--- src/uapq_pkg.sv ---
// ----------------------------------------------------------------------------
// uapq_pkg
// shared types and constants of the unsorted array priority queue
// ----------------------------------------------------------------------------
package uapq_pkg;

  localparam int DEPTH   = 16;
  localparam int IDX_W   = $clog2(DEPTH);
  localparam int CNT_W   = $clog2(DEPTH + 1);
  localparam int KEY_W   = 32;
  localparam int ACT_W   = 2;
  localparam int COUNT_W = 5;

  typedef enum logic [ACT_W-1:0] {
    ACT_INSERT = 2'd0,
    ACT_PEEK   = 2'd1,
    ACT_REMOVE = 2'd2
  } action_e;

  typedef enum logic [1:0] {
    S_IDLE,
    S_SCAN,
    S_OUT
  } state_e;

  typedef struct packed {
    logic [KEY_W-1:0] value;
    logic             ok;
  } rsp_t;

endpackage

--- src/uapq_if.sv ---
// ----------------------------------------------------------------------------
// uapq channels
// request and response valid/ready channels of the priority queue
// ----------------------------------------------------------------------------
interface uapq_req_if;
  logic                        valid;
  logic                        ready;
  logic [uapq_pkg::ACT_W-1:0]  action;
  logic [uapq_pkg::KEY_W-1:0]  item_value;

  modport source (output valid, output action, output item_value, input ready);
  modport sink   (input valid, input action, input item_value, output ready);
endinterface

interface uapq_rsp_if;
  logic                          valid;
  logic                          ready;
  logic [uapq_pkg::KEY_W-1:0]    result_value;
  logic                          ok;
  logic [uapq_pkg::COUNT_W-1:0]  count_now;
  logic                          is_empty;

  modport source (output valid, output result_value, output ok, output count_now,
                  output is_empty, input ready);
  modport sink   (input valid, input result_value, input ok, input count_now,
                  input is_empty, output ready);
endinterface

--- src/unsorted_array_priority_queue.sv ---
// ----------------------------------------------------------------------------
// unsorted_array_priority_queue
// max priority queue over an unsorted key array with a tracked maximum
// ----------------------------------------------------------------------------
//  channel  dir  payload                                   handshake
//  req_i    in   action, item_value                        valid/ready
//  rsp_o    out  result_value, ok, count_now, is_empty     valid/ready
//
//  insert, peek and every failing request: response in the cycle after accept
//  remove: one sweep of the key ram, one entry per cycle through its single
//  read port; the response follows once the sweep is done
//  one request in flight: req_i.ready is high only while no response waits
//  reset empties the queue; the key ram itself is never cleared
// ----------------------------------------------------------------------------
module unsorted_array_priority_queue (
  input  logic       clk_i,
  input  logic       rst_ni,
  uapq_req_if.sink   req_i,
  uapq_rsp_if.source rsp_o
);
  import uapq_pkg::*;

  state_e             state_q, state_d;
  logic [CNT_W-1:0]   count_q, count_d;
  logic [IDX_W-1:0]   max_idx_q, max_idx_d;
  logic [KEY_W-1:0]   max_val_q, max_val_d;
  rsp_t               rsp_q, rsp_d;

  logic [CNT_W-1:0]   scan_q, scan_d;
  logic               rd_vld_q, rd_vld_d;
  logic [IDX_W-1:0]   rd_idx_q, rd_idx_d;
  logic [KEY_W-1:0]   rd_data_q;
  logic               found_q, found_d;
  logic [IDX_W-1:0]   best_idx_q, best_idx_d;
  logic [KEY_W-1:0]   best_val_q, best_val_d;

  logic [KEY_W-1:0]   mem_q [DEPTH];
  logic               rd_en;
  logic [IDX_W-1:0]   rd_addr;
  logic               wr_en;
  logic [IDX_W-1:0]   wr_addr;
  logic [KEY_W-1:0]   wr_data;

  logic               accept;
  logic               remove_go;
  logic               scan_done;
  logic [IDX_W-1:0]   pos;

  assign accept    = req_i.valid && req_i.ready;
  assign remove_go = (req_i.action == ACT_REMOVE) && (count_q != '0);
  assign scan_done = (scan_q >= count_q) && !rd_vld_q;

  // key ram
  always_ff @(posedge clk_i) begin
    if (wr_en) begin
      mem_q[wr_addr] <= wr_data;
    end
    if (rd_en) begin
      rd_data_q <= mem_q[rd_addr];
    end
  end

  always_comb begin
    state_d = state_q;
    unique case (state_q)
      S_IDLE: begin
        if (accept) begin
          state_d = remove_go ? S_SCAN : S_OUT;
        end
      end
      S_SCAN: begin
        if (scan_done) begin
          state_d = S_OUT;
        end
      end
      S_OUT: begin
        if (rsp_o.ready) begin
          state_d = S_IDLE;
        end
      end
      default: state_d = S_IDLE;
    endcase
  end

  always_comb begin
    count_d    = count_q;
    max_idx_d  = max_idx_q;
    max_val_d  = max_val_q;
    rsp_d      = rsp_q;
    scan_d     = scan_q;
    rd_vld_d   = 1'b0;
    rd_idx_d   = rd_idx_q;
    found_d    = found_q;
    best_idx_d = best_idx_q;
    best_val_d = best_val_q;
    rd_en      = 1'b0;
    rd_addr    = scan_q[IDX_W-1:0];
    wr_en      = 1'b0;
    wr_addr    = count_q[IDX_W-1:0];
    wr_data    = req_i.item_value;
    pos        = (rd_idx_q > max_idx_q) ? IDX_W'(rd_idx_q - 1'b1) : rd_idx_q;

    unique case (state_q)
      S_IDLE: begin
        if (accept) begin
          rsp_d = '0;
          case (req_i.action)
            ACT_INSERT: begin
              if (count_q < CNT_W'(DEPTH)) begin
                wr_en = 1'b1;
                if (count_q == '0 || req_i.item_value > max_val_q) begin
                  max_idx_d = count_q[IDX_W-1:0];
                  max_val_d = req_i.item_value;
                end
                count_d      = count_q + 1'b1;
                rsp_d.ok     = 1'b1;
              end
            end
            ACT_PEEK: begin
              if (count_q != '0) begin
                rsp_d.value = max_val_q;
                rsp_d.ok    = 1'b1;
              end
            end
            ACT_REMOVE: begin
              if (count_q != '0) begin
                rsp_d.value = max_val_q;
                rsp_d.ok    = 1'b1;
                scan_d      = '0;
                found_d     = 1'b0;
              end
            end
            default: ;
          endcase
        end
      end
      S_SCAN: begin
        // issue one read per cycle over the old contents
        if (scan_q < count_q) begin
          rd_en    = 1'b1;
          rd_vld_d = 1'b1;
          rd_idx_d = scan_q[IDX_W-1:0];
          scan_d   = scan_q + 1'b1;
        end
        // word read last cycle: skip the removed slot, close the gap, rescan
        if (rd_vld_q && rd_idx_q != max_idx_q) begin
          if (rd_idx_q > max_idx_q) begin
            wr_en   = 1'b1;
            wr_addr = pos;
            wr_data = rd_data_q;
          end
          if (!found_q || rd_data_q > best_val_q) begin
            found_d    = 1'b1;
            best_idx_d = pos;
            best_val_d = rd_data_q;
          end
        end
        if (scan_done) begin
          count_d   = count_q - 1'b1;
          max_idx_d = found_q ? best_idx_q : '0;
          max_val_d = best_val_q;
        end
      end
      S_OUT: ;
      default: ;
    endcase
  end

  always_ff @(posedge clk_i or negedge rst_ni) begin
    if (!rst_ni) begin
      state_q   <= S_IDLE;
      count_q   <= '0;
      max_idx_q <= '0;
      scan_q    <= '0;
      rd_vld_q  <= 1'b0;
      found_q   <= 1'b0;
    end else begin
      state_q   <= state_d;
      count_q   <= count_d;
      max_idx_q <= max_idx_d;
      scan_q    <= scan_d;
      rd_vld_q  <= rd_vld_d;
      found_q   <= found_d;
    end
  end

  always_ff @(posedge clk_i) begin
    max_val_q  <= max_val_d;
    rsp_q      <= rsp_d;
    rd_idx_q   <= rd_idx_d;
    best_idx_q <= best_idx_d;
    best_val_q <= best_val_d;
  end

  assign req_i.ready        = (state_q == S_IDLE);
  assign rsp_o.valid        = (state_q == S_OUT);
  assign rsp_o.result_value = rsp_q.value;
  assign rsp_o.ok           = rsp_q.ok;
  assign rsp_o.count_now    = COUNT_W'(count_q);
  assign rsp_o.is_empty     = (count_q == '0);

  a_one_in_flight: assert property (@(posedge clk_i) disable iff (!rst_ni)
    req_i.ready |-> !rsp_o.valid)
    else $error("request taken while a response waits");

  a_count_bound: assert property (@(posedge clk_i) disable iff (!rst_ni)
    count_q <= CNT_W'(DEPTH))
    else $error("entry count beyond depth");

  a_fail_zero: assert property (@(posedge clk_i) disable iff (!rst_ni)
    (rsp_o.valid && !rsp_o.ok) |-> (rsp_o.result_value == '0))
    else $error("failed request carries a key");

  a_scan_range: assert property (@(posedge clk_i) disable iff (!rst_ni)
    (state_q == S_SCAN && rd_vld_q) |-> (CNT_W'(rd_idx_q) < count_q))
    else $error("sweep read past stored entries");

  a_remove_shrinks: assert property (@(posedge clk_i) disable iff (!rst_ni)
    (state_q == S_SCAN && scan_done) |=> (count_q == $past(count_q) - 1'b1))
    else $error("remove did not drop one entry");

endmodule

--- src/flat_wrapper.sv ---
// flat-port wrapper written by rule: the top's interface ports become plain ports
module unsorted_array_priority_queue_flat import uapq_pkg::*;
  (clk_i, rst_ni, req_i_valid, req_i_action, req_i_item_value, req_i_ready, rsp_o_valid, rsp_o_result_value, rsp_o_ok, rsp_o_count_now, rsp_o_is_empty, rsp_o_ready);
  uapq_req_if req_i_i ();
  uapq_rsp_if rsp_o_i ();
  input  logic clk_i;
  input  logic rst_ni;
  input wire logic [$bits(req_i_i.valid)-1:0] req_i_valid;
  input wire logic [$bits(req_i_i.action)-1:0] req_i_action;
  input wire logic [$bits(req_i_i.item_value)-1:0] req_i_item_value;
  output wire logic [$bits(req_i_i.ready)-1:0] req_i_ready;
  output wire logic [$bits(rsp_o_i.valid)-1:0] rsp_o_valid;
  output wire logic [$bits(rsp_o_i.result_value)-1:0] rsp_o_result_value;
  output wire logic [$bits(rsp_o_i.ok)-1:0] rsp_o_ok;
  output wire logic [$bits(rsp_o_i.count_now)-1:0] rsp_o_count_now;
  output wire logic [$bits(rsp_o_i.is_empty)-1:0] rsp_o_is_empty;
  input wire logic [$bits(rsp_o_i.ready)-1:0] rsp_o_ready;
  assign req_i_i.valid = req_i_valid;
  assign req_i_i.action = req_i_action;
  assign req_i_i.item_value = req_i_item_value;
  assign req_i_ready = req_i_i.ready;
  assign rsp_o_valid = rsp_o_i.valid;
  assign rsp_o_result_value = rsp_o_i.result_value;
  assign rsp_o_ok = rsp_o_i.ok;
  assign rsp_o_count_now = rsp_o_i.count_now;
  assign rsp_o_is_empty = rsp_o_i.is_empty;
  assign rsp_o_i.ready = rsp_o_ready;
  unsorted_array_priority_queue u_core (.clk_i(clk_i), .rst_ni(rst_ni), .req_i(req_i_i), .rsp_o(rsp_o_i));
endmodule
--- config.mk ---
export PLATFORM = sky130hd
export DESIGN_NAME = unsorted_array_priority_queue_flat
export DESIGN_NICKNAME = d
export VERILOG_FILES = /design/src/uapq_pkg.sv /design/src/uapq_if.sv /design/src/unsorted_array_priority_queue.sv /design/src/flat_wrapper.sv
export SDC_FILE = /design/constraint.sdc
export NUM_CORES = 1
export LEC_CHECK = 0
export ABC_AREA = 1
export ABC_CLOCK_PERIOD_IN_PS = 7040
export BUFFER_PORTS_ARGS = -buffer_cell sky130_fd_sc_hd__buf_2
export CAP_MARGIN = 10
export CORE_MARGIN = 5
export CORE_UTILIZATION = 56
export DETAILED_ROUTE_END_ITERATION = 10
export GPL_ROUTABILITY_DRIVEN = 0
export GPL_TIMING_DRIVEN = 0
export PLACE_DENSITY = 0.73
export SLEW_MARGIN = 30
export SYNTH_ARGS = -nofsm -noshare
export SYNTH_HDL_FRONTEND = slang
export SYNTH_SLANG_ARGS = --single-unit
--- constraint.sdc ---
create_clock -name clk_i -period 7.04 [get_ports clk_i]
set_clock_uncertainty 0.2 [all_clocks]
set_input_delay 1.056 -clock clk_i [delete_from_list [all_inputs] [get_ports clk_i]]
set_output_delay 1.056 -clock clk_i [all_outputs]
set_load 0.01 [all_outputs]
==> flow_summary.json, run 1 <==
{
  "maxCapViolCount": 0,
  "die_w_um": 233,
  "p_comb_share_pct": 25.7,
  "async_flop_share_pct": 2.70,
  "seqCellArea_mm2": 0.0199,
  "first_global_vias": 18737,
  "drtIter0Drc": 2428,
  "syn_area_mm2": 0.0279,
  "synth_top_area_share_pct": 69.8,
  "critPathMaxStageDelay_ns": 0.57,
  "coreArea_mm2": 0.0492,
  "drtPass1Iterations": 7,
  "synthTopCellsByCount": "edfxtp_1, nor2_1, nand2_1",
  "cp_top_family": "buffers and inverters",
  "cts_buffers": 67,
  "finalWorstSetupSlack_ns": 2.82,
  "wl_per_cell_um": 23.8,
  "avgViaCountPerCell": 6.08,
  "net-switching-power_mw": 3.60,
  "clk_latency_ns": 0.59,
  "grt_pass1_wl_um": 108000,
  "internal-power_mw": 7.44,
  "fillCellCount": 3386,
  "min_period_ns": 4.22,
  "antenna_found_initial": 6,
  "maxSlewHeadroom_pct": 36.1,
  "slew_violations": 0,
  "routed_wirelength_um": 72800,
  "ys_seq_area_share_pct": 71.5,
  "netlist_instances": 2169,
  "placed_cells": 2933,
  "synth_cell_types": 38,
  "hold_viol": 0,
  "ctsResizeCount": 0,
  "power_leakage_nw": 11.4,
  "power_density_mw_per_mm2": 345,
  "synth_edf_count": 649,
  "dp_hpwl_um": 50600,
  "tritoncts": "built",
  "ios": 79,
  "cp.arrival_ns": 4.24,
  "cts.clk_slew.worst_paths_ns": 0.06,
  "sw_frac_of_total_pct": 32.6,
  "die_h_um": 233,
  "multi_input_area_mm2": 0.00718,
  "cp_max_fo": 32,
  "crit_chain": "buf_4 > inv_2 > buf_2 > clkbuf_1 > ha_1 > nor3b_1 > o21ai_0 > nand2_1 > nand2_1 > inv_1 > nand2_1 > inv_2",
  "power_mw": 11.0,
  "fmax_mhz": 237,
  "dp_slack_ns": 2.84,
  "ant_nets": 0,
  "num_rows": 81,
  "critPathCaptureType": "register",
  "grt_usage_pct": 26.6,
  "yosys_register_bits": 667,
  "grt-ovfl-total": 0,
  "cts_max_level": 3,
  "yosysWarnings": 0,
  "synth_most_common_cell": "edfxtp_1",
  "timing.final.crit_share_pct": 59.9,
  "drive_gt1_share_pct": 10.9,
  "nNetsFinal": 2458,
  "worst_pin_slew_ns": 0.959,
  "slowest_stage": "dfrtp_1",
  "fin_setup_tns_ns": 0,
  "layout.cells.non_filler": 3055,
  "synth_area_leaders": "edfxtp_1, nor2_1, nand2_1",
  "crit_top_cell": "nand2_1",
  "seq_power_share_pct": 42.7,
  "root_buffer": "clkbuf_16",
  "outcome": "finished clean",
  "final-setup-viol-count": 0,
  "area_delta_synth_final_pct": 14.6,
  "vias": 18570,
  "crit_buf_inv": 6,
  "drc_errors": 0,
  "hp-class": "in -> async",
  "clkSinkCount": 667,
  "synth_nets": 2289,
  "grt_start_max_net_pins": 39,
  "portBuffers": 78,
  "vdd_ir_drop_max_mv": 0.176,
  "clockPowerShare_pct": 31.5,
  "synth_top_cell_by_area": "edfxtp_1",
  "clock_path_buffers": 3,
  "syn_area_per_cell_um2": 12.9,
  "dieArea_mm2": 0.0544,
  "yosys_most_used_dff": "edfxtp_1",
  "holdBufCountCts": 0,
  "required_ns": 7.06,
  "post_cts_buffers": 0,
  "start_kind": "register",
  "start_util_pct": 56.8,
  "rsz0062_at_grt": "no",
  "worstSetupPathType": "reg -> reg"
}
-- placed cells by master (no fill, tap or decap), types with 75 or more instances in the layout --
| cell type | instances |
|---|---|
| inv_1 | 105 |
| buf_2 | 105 |
| o21ai_0 | 179 |
| nand3_1 | 76 |
| ha_1 | 81 |
| o32ai_1 | 75 |
| nand2_1 | 309 |
| nor2_1 | 336 |
| edfxtp_1 | 649 |
| clkbuf_1 | 90 |
-- path summary, 6_finish.rpt --
check,start,slack [ns],end,cells after the start
max reg2reg,u_core.scan_q[0],2.82,u_core.max_val_q[9],12
max,u_core.scan_q[0],2.82,u_core.max_val_q[9],12
min,rst_ni,0.22,u_core.rsp_o.count_now[2],1
min reg2reg,u_core.rd_data_q[0],0.27,u_core.best_val_q[0],0
max in group asynchronous,rst_ni,6.11,u_core.scan_q[3],1
min in group clk_i,u_core.rd_data_q[0],0.27,u_core.best_val_q[0],0
-- power by group through the flow --
stage          Clock (mW)  Sequential, mW  Combinational [mW]
6_report             3.48            4.72                2.84
5_1_grt              3.66            4.73                3.04
4_1_cts              3.50            4.71                2.77
3_5_place_dp            0            4.80                2.76
3_3_place_gp            0            4.80                2.62
2_1_floorplan           0            4.80                1.58
-- cell type report --
class                      count  share of cell area (%)
antenna                        5                  0.0391
clock buffer                  89                    5.80
clock inverter                28                   0.810
sequential                   667                    62.4
multi-input combinational   1273                    22.4
tap                          664                    2.60
buffer                       113                    1.52
timing repair buffer         100                    3.08
inverter                     116                    1.36
-- kinds of logic after synthesis --
group,share of synthesized area [%]
simple gates,10.8
flops,71.5
compound gates,8.57
buf+inv,3.30
fa+ha+maj,3.70
mux,1.90
xor+xnor,0.251
-- sequential cells by signal, summed over array words and instances (netlist names), 2 cells and up --
signal and count:
u_core.mem_q 512, u_core.best_val_q 32, u_core.max_val_q 32, u_core.rd_data_q 32, u_core.rsp_o.result_value 32, u_core.rsp_o.count_now 5, u_core.scan_q 5, u_core.best_idx_q 4
u_core.max_idx_q 4, u_core.rd_idx_q 4, u_core.state_q 2
-- routing by layer --
metal	track usage, %	up-vias	part of all wire [%]
met5	0	-	0.029
met4	11.2	4	3.9
met3	6.58	178	11
met2	44.4	1074	48
met1	33.6	9061	37
li1	-	8253	-
-- metrics by stage --
stage | utilization (%) | hold slack (ns) | instance area (um^2)
final | 65.1 | 0.221 | 32000
after global routing | 65.0 | 0.247 | 32000
after CTS | 65.0 | 0.214 | 32000
after detailed placement | 60.7 | 0.252 | 29900
after global placement | 59.3 | 0.245 | 29100
after floorplan | - | 0.226 | 27900
-- worst reg2reg max path, stage by stage (launching register included) --
cell      delay [ns]
dfrtp_1         0.57
buf_4           0.29
inv_2           0.16
buf_2           0.28
clkbuf_1        0.56
ha_1            0.24
nor3b_1         0.20
o21ai_0         0.12
nand2_1         0.11
nand2_1         0.23
inv_1           0.22
nand2_1         0.17
inv_2           0.50
(Power assumes the default switching activity.)
==> inputs of run 2 (changes only) <==
--- a/config.mk
+++ b/config.mk
@@ -6,7 +6,7 @@
 export NUM_CORES = 1
 export LEC_CHECK = 0
 export ABC_AREA = 1
-export ABC_CLOCK_PERIOD_IN_PS = 7040
+export ABC_CLOCK_PERIOD_IN_PS = 3500
 export BUFFER_PORTS_ARGS = -buffer_cell sky130_fd_sc_hd__buf_2
 export CAP_MARGIN = 10
 export CORE_MARGIN = 5
@@ -14,7 +14,7 @@
 export DETAILED_ROUTE_END_ITERATION = 10
 export GPL_ROUTABILITY_DRIVEN = 0
 export GPL_TIMING_DRIVEN = 0
-export PLACE_DENSITY = 0.73
+export PLACE_DENSITY = 0.76
 export SLEW_MARGIN = 30
 export SYNTH_ARGS = -nofsm -noshare
 export SYNTH_HDL_FRONTEND = slang
==> constraint.sdc (replaced) <==
create_clock -name clk_i -period 3.5 [get_ports clk_i]
set_clock_uncertainty 0.2 [all_clocks]
set_input_delay 0.525 -clock clk_i [delete_from_list [all_inputs] [get_ports clk_i]]
set_output_delay 0.525 -clock clk_i [all_outputs]
set_load 0.01 [all_outputs]
==> run 2 against run 1 <==
Sequential share of layout area down 0.23 points; sequential power grew 100%; hold slack got worse by 0.16 ns; cell area increased by 0.38%; cell count grew 0.72%; critical path depth is the same; routed wire length is 1.0% higher; power rose by 97%; via count grew 1.4%; first-iteration DRC count is 5.4% lower; utilization increased by 0.25 points; largest power group unchanged.
==> flow_summary.json, run 2 (same netlist as run 1, synthesis figures left out) <==
{
  "maxSlewHeadroom_pct": 35.0,
  "required_ns": 3.60,
  "grt_usage_pct": 26.9,
  "root_buffer": "clkbuf_16",
  "cp.arrival_ns": 3.52,
  "max_flop_register": "u_core.mem_q",
  "fin_util_pct": 65.3,
  "grt_pass1_wl_um": 110000,
  "portBuffers": 78,
  "timing.final.crit_share_pct": 97.7,
  "cts_buffers": 67,
  "drc_errors": 0,
  "start_util_pct": 56.8,
  "routed_wirelength_um": 73500,
  "start_kind": "register",
  "die_h_um": 233,
  "maxCapViolCount": 0,
  "cts_max_level": 3,
  "ios": 79,
  "grt-ovfl-total": 0,
  "clkSinkCount": 667,
  "drive_gt1_share_pct": 11.9,
  "dp_hpwl_um": 50700,
  "final-setup-viol-count": 0,
  "power_density_mw_per_mm2": 677,
  "ant_nets": 0,
  "finalWorstSetupSlack_ns": 0.0800,
  "placed_area_mm2": 0.0298,
  "min_period_ns": 3.42,
  "cp_max_fo": 16,
  "hold_viol": 0,
  "critPathCaptureType": "register",
  "vias": 18831,
  "hp-class": "in -> reg",
  "area_delta_synth_final_pct": 15.0,
  "tritoncts": "built",
  "coreArea_mm2": 0.0492,
  "grt_start_max_net_pins": 39,
  "stdcell_area_mm2": 0.0321,
  "nNetsFinal": 2487,
  "drtIter0Drc": 2297,
  "final_cell_mix": "edfxtp_1, nor2_1, nand2_1",
  "die_w_um": 233,
  "worst_pin_slew_ns": 0.974,
  "largest_reg_flops": 512,
  "slew_violations": 0,
  "avgViaCountPerCell": 6.12,
  "first_global_vias": 18943,
  "num_rows": 81,
  "worstSetupPathType": "reg -> reg",
  "clock_path_buffers": 3,
  "clk_latency_ns": 0.60,
  "power_leakage_nw": 11.5,
  "fmax_mhz": 292,
  "cts.clk_slew.worst_paths_ns": 0.06,
  "outcome": "finished clean",
  "antenna_found_initial": 2,
  "wl_per_cell_um": 23.9,
  "dieArea_mm2": 0.0544,
  "drtPass1Iterations": 6,
  "vdd_ir_drop_max_mv": 0.426,
  "final_common_cell": "edfxtp_1",
  "dp_slack_ns": -0.554
}
-- run 2: cell types whose count changed in the layout (fill, tap and decap cells not counted), sizes merged, moves of 2 or more --
cell	delta
dlygate4sd3	+2
buf	+26
diode	-4
clkbuf	-5
bufinv	-5
clkinv	+5
-- run 2: critical path, cell delays in order (launching register included) --
cell	delay (ns)
edfxtp_1	0.46
ha_1	0.33
nand2_1	0.08
o21ai_2	0.19
nand2_1	0.17
or2_2	0.32
nand3_1	0.07
nand2_1	0.16
inv_2	0.12
nand2_1	0.23
nor2_4	0.39
buf_16	0.22
buf_8	0.17
-- run 2: cell type report --
| cell class | count | area [um^2] |
|---|---|---|
| antenna | 1 | 2.50 |
| multi-input combinational | 1274 | 7180 |
| sequential | 667 | 19900 |
| fill | 3317 | 17100 |
| tap | 664 | 831 |
| clock buffer | 84 | 1780 |
| timing repair buffer | 129 | 1280 |
| inverter | 116 | 440 |
| buffer | 112 | 483 |
| clock inverter | 30 | 156 |
-- run 2: metrics by stage --
stage | hold WS [ns] | setup TNS (ns) | total power, mW | instances
floorplan | 0.0294 | 0 | 12.9 | 2169
global placement | 0.239 | -489.17 | 14.8 | 2911
detailed placement | 0.252 | -75.26 | 15.1 | 2931
CTS | 0.0370 | 0 | 21.6 | 3056
global route | 0.0701 | -1.65 | 22.5 | 3077
finish | 0.0560 | 0 | 21.7 | 3077
-- run 2: final timing paths --
| kind | start | end | slack [ns] | depth (start not counted) |
|---|---|---|---|---|
| worst max register to register | u_core.rd_idx_q[2] | u_core.mem_q[15][5] | 0.08 | 12 |
| worst max-delay path | u_core.rd_idx_q[2] | u_core.mem_q[15][5] | 0.08 | 12 |
| worst min-delay path | req_i_item_value[25] | u_core.max_val_q[25] | 0.06 | 3 |
| worst min register to register | u_core.rd_data_q[0] | u_core.best_val_q[0] | 0.28 | 0 |
| max in group asynchronous | rst_ni | u_core.scan_q[0] | 2.56 | 2 |
| min in group asynchronous | rst_ni | u_core.found_q | 0.21 | 2 |
-- run 2: repair_timing --
action,in CTS,in global routing
pin swaps,5,9
hold endpoints to repair,19,0
setup endpoints to repair,437,182
setup buffers,9,20
hold buffers,2,0
cloned,1,0
resized for setup,2,2
-- run 2: power breakdown --
group / switching [mW] / internal, mW / total, mW
combinational: 4.12 / 1.58 / 5.70
clock: 2.93 / 3.61 / 6.54
sequential: 0.184 / 9.30 / 9.49
-- run 2: per-layer routing --
layer | track usage, % | vias to the layer above | share of wire [%]
met2 | 45.3 | 1159 | 49
met3 | 5.92 | 217 | 11
met1 | 33.3 | 9142 | 35
met4 | 12.7 | 2 | 4.4
li1 | - | 8311 | -
met5 | 0 | - | 0.018
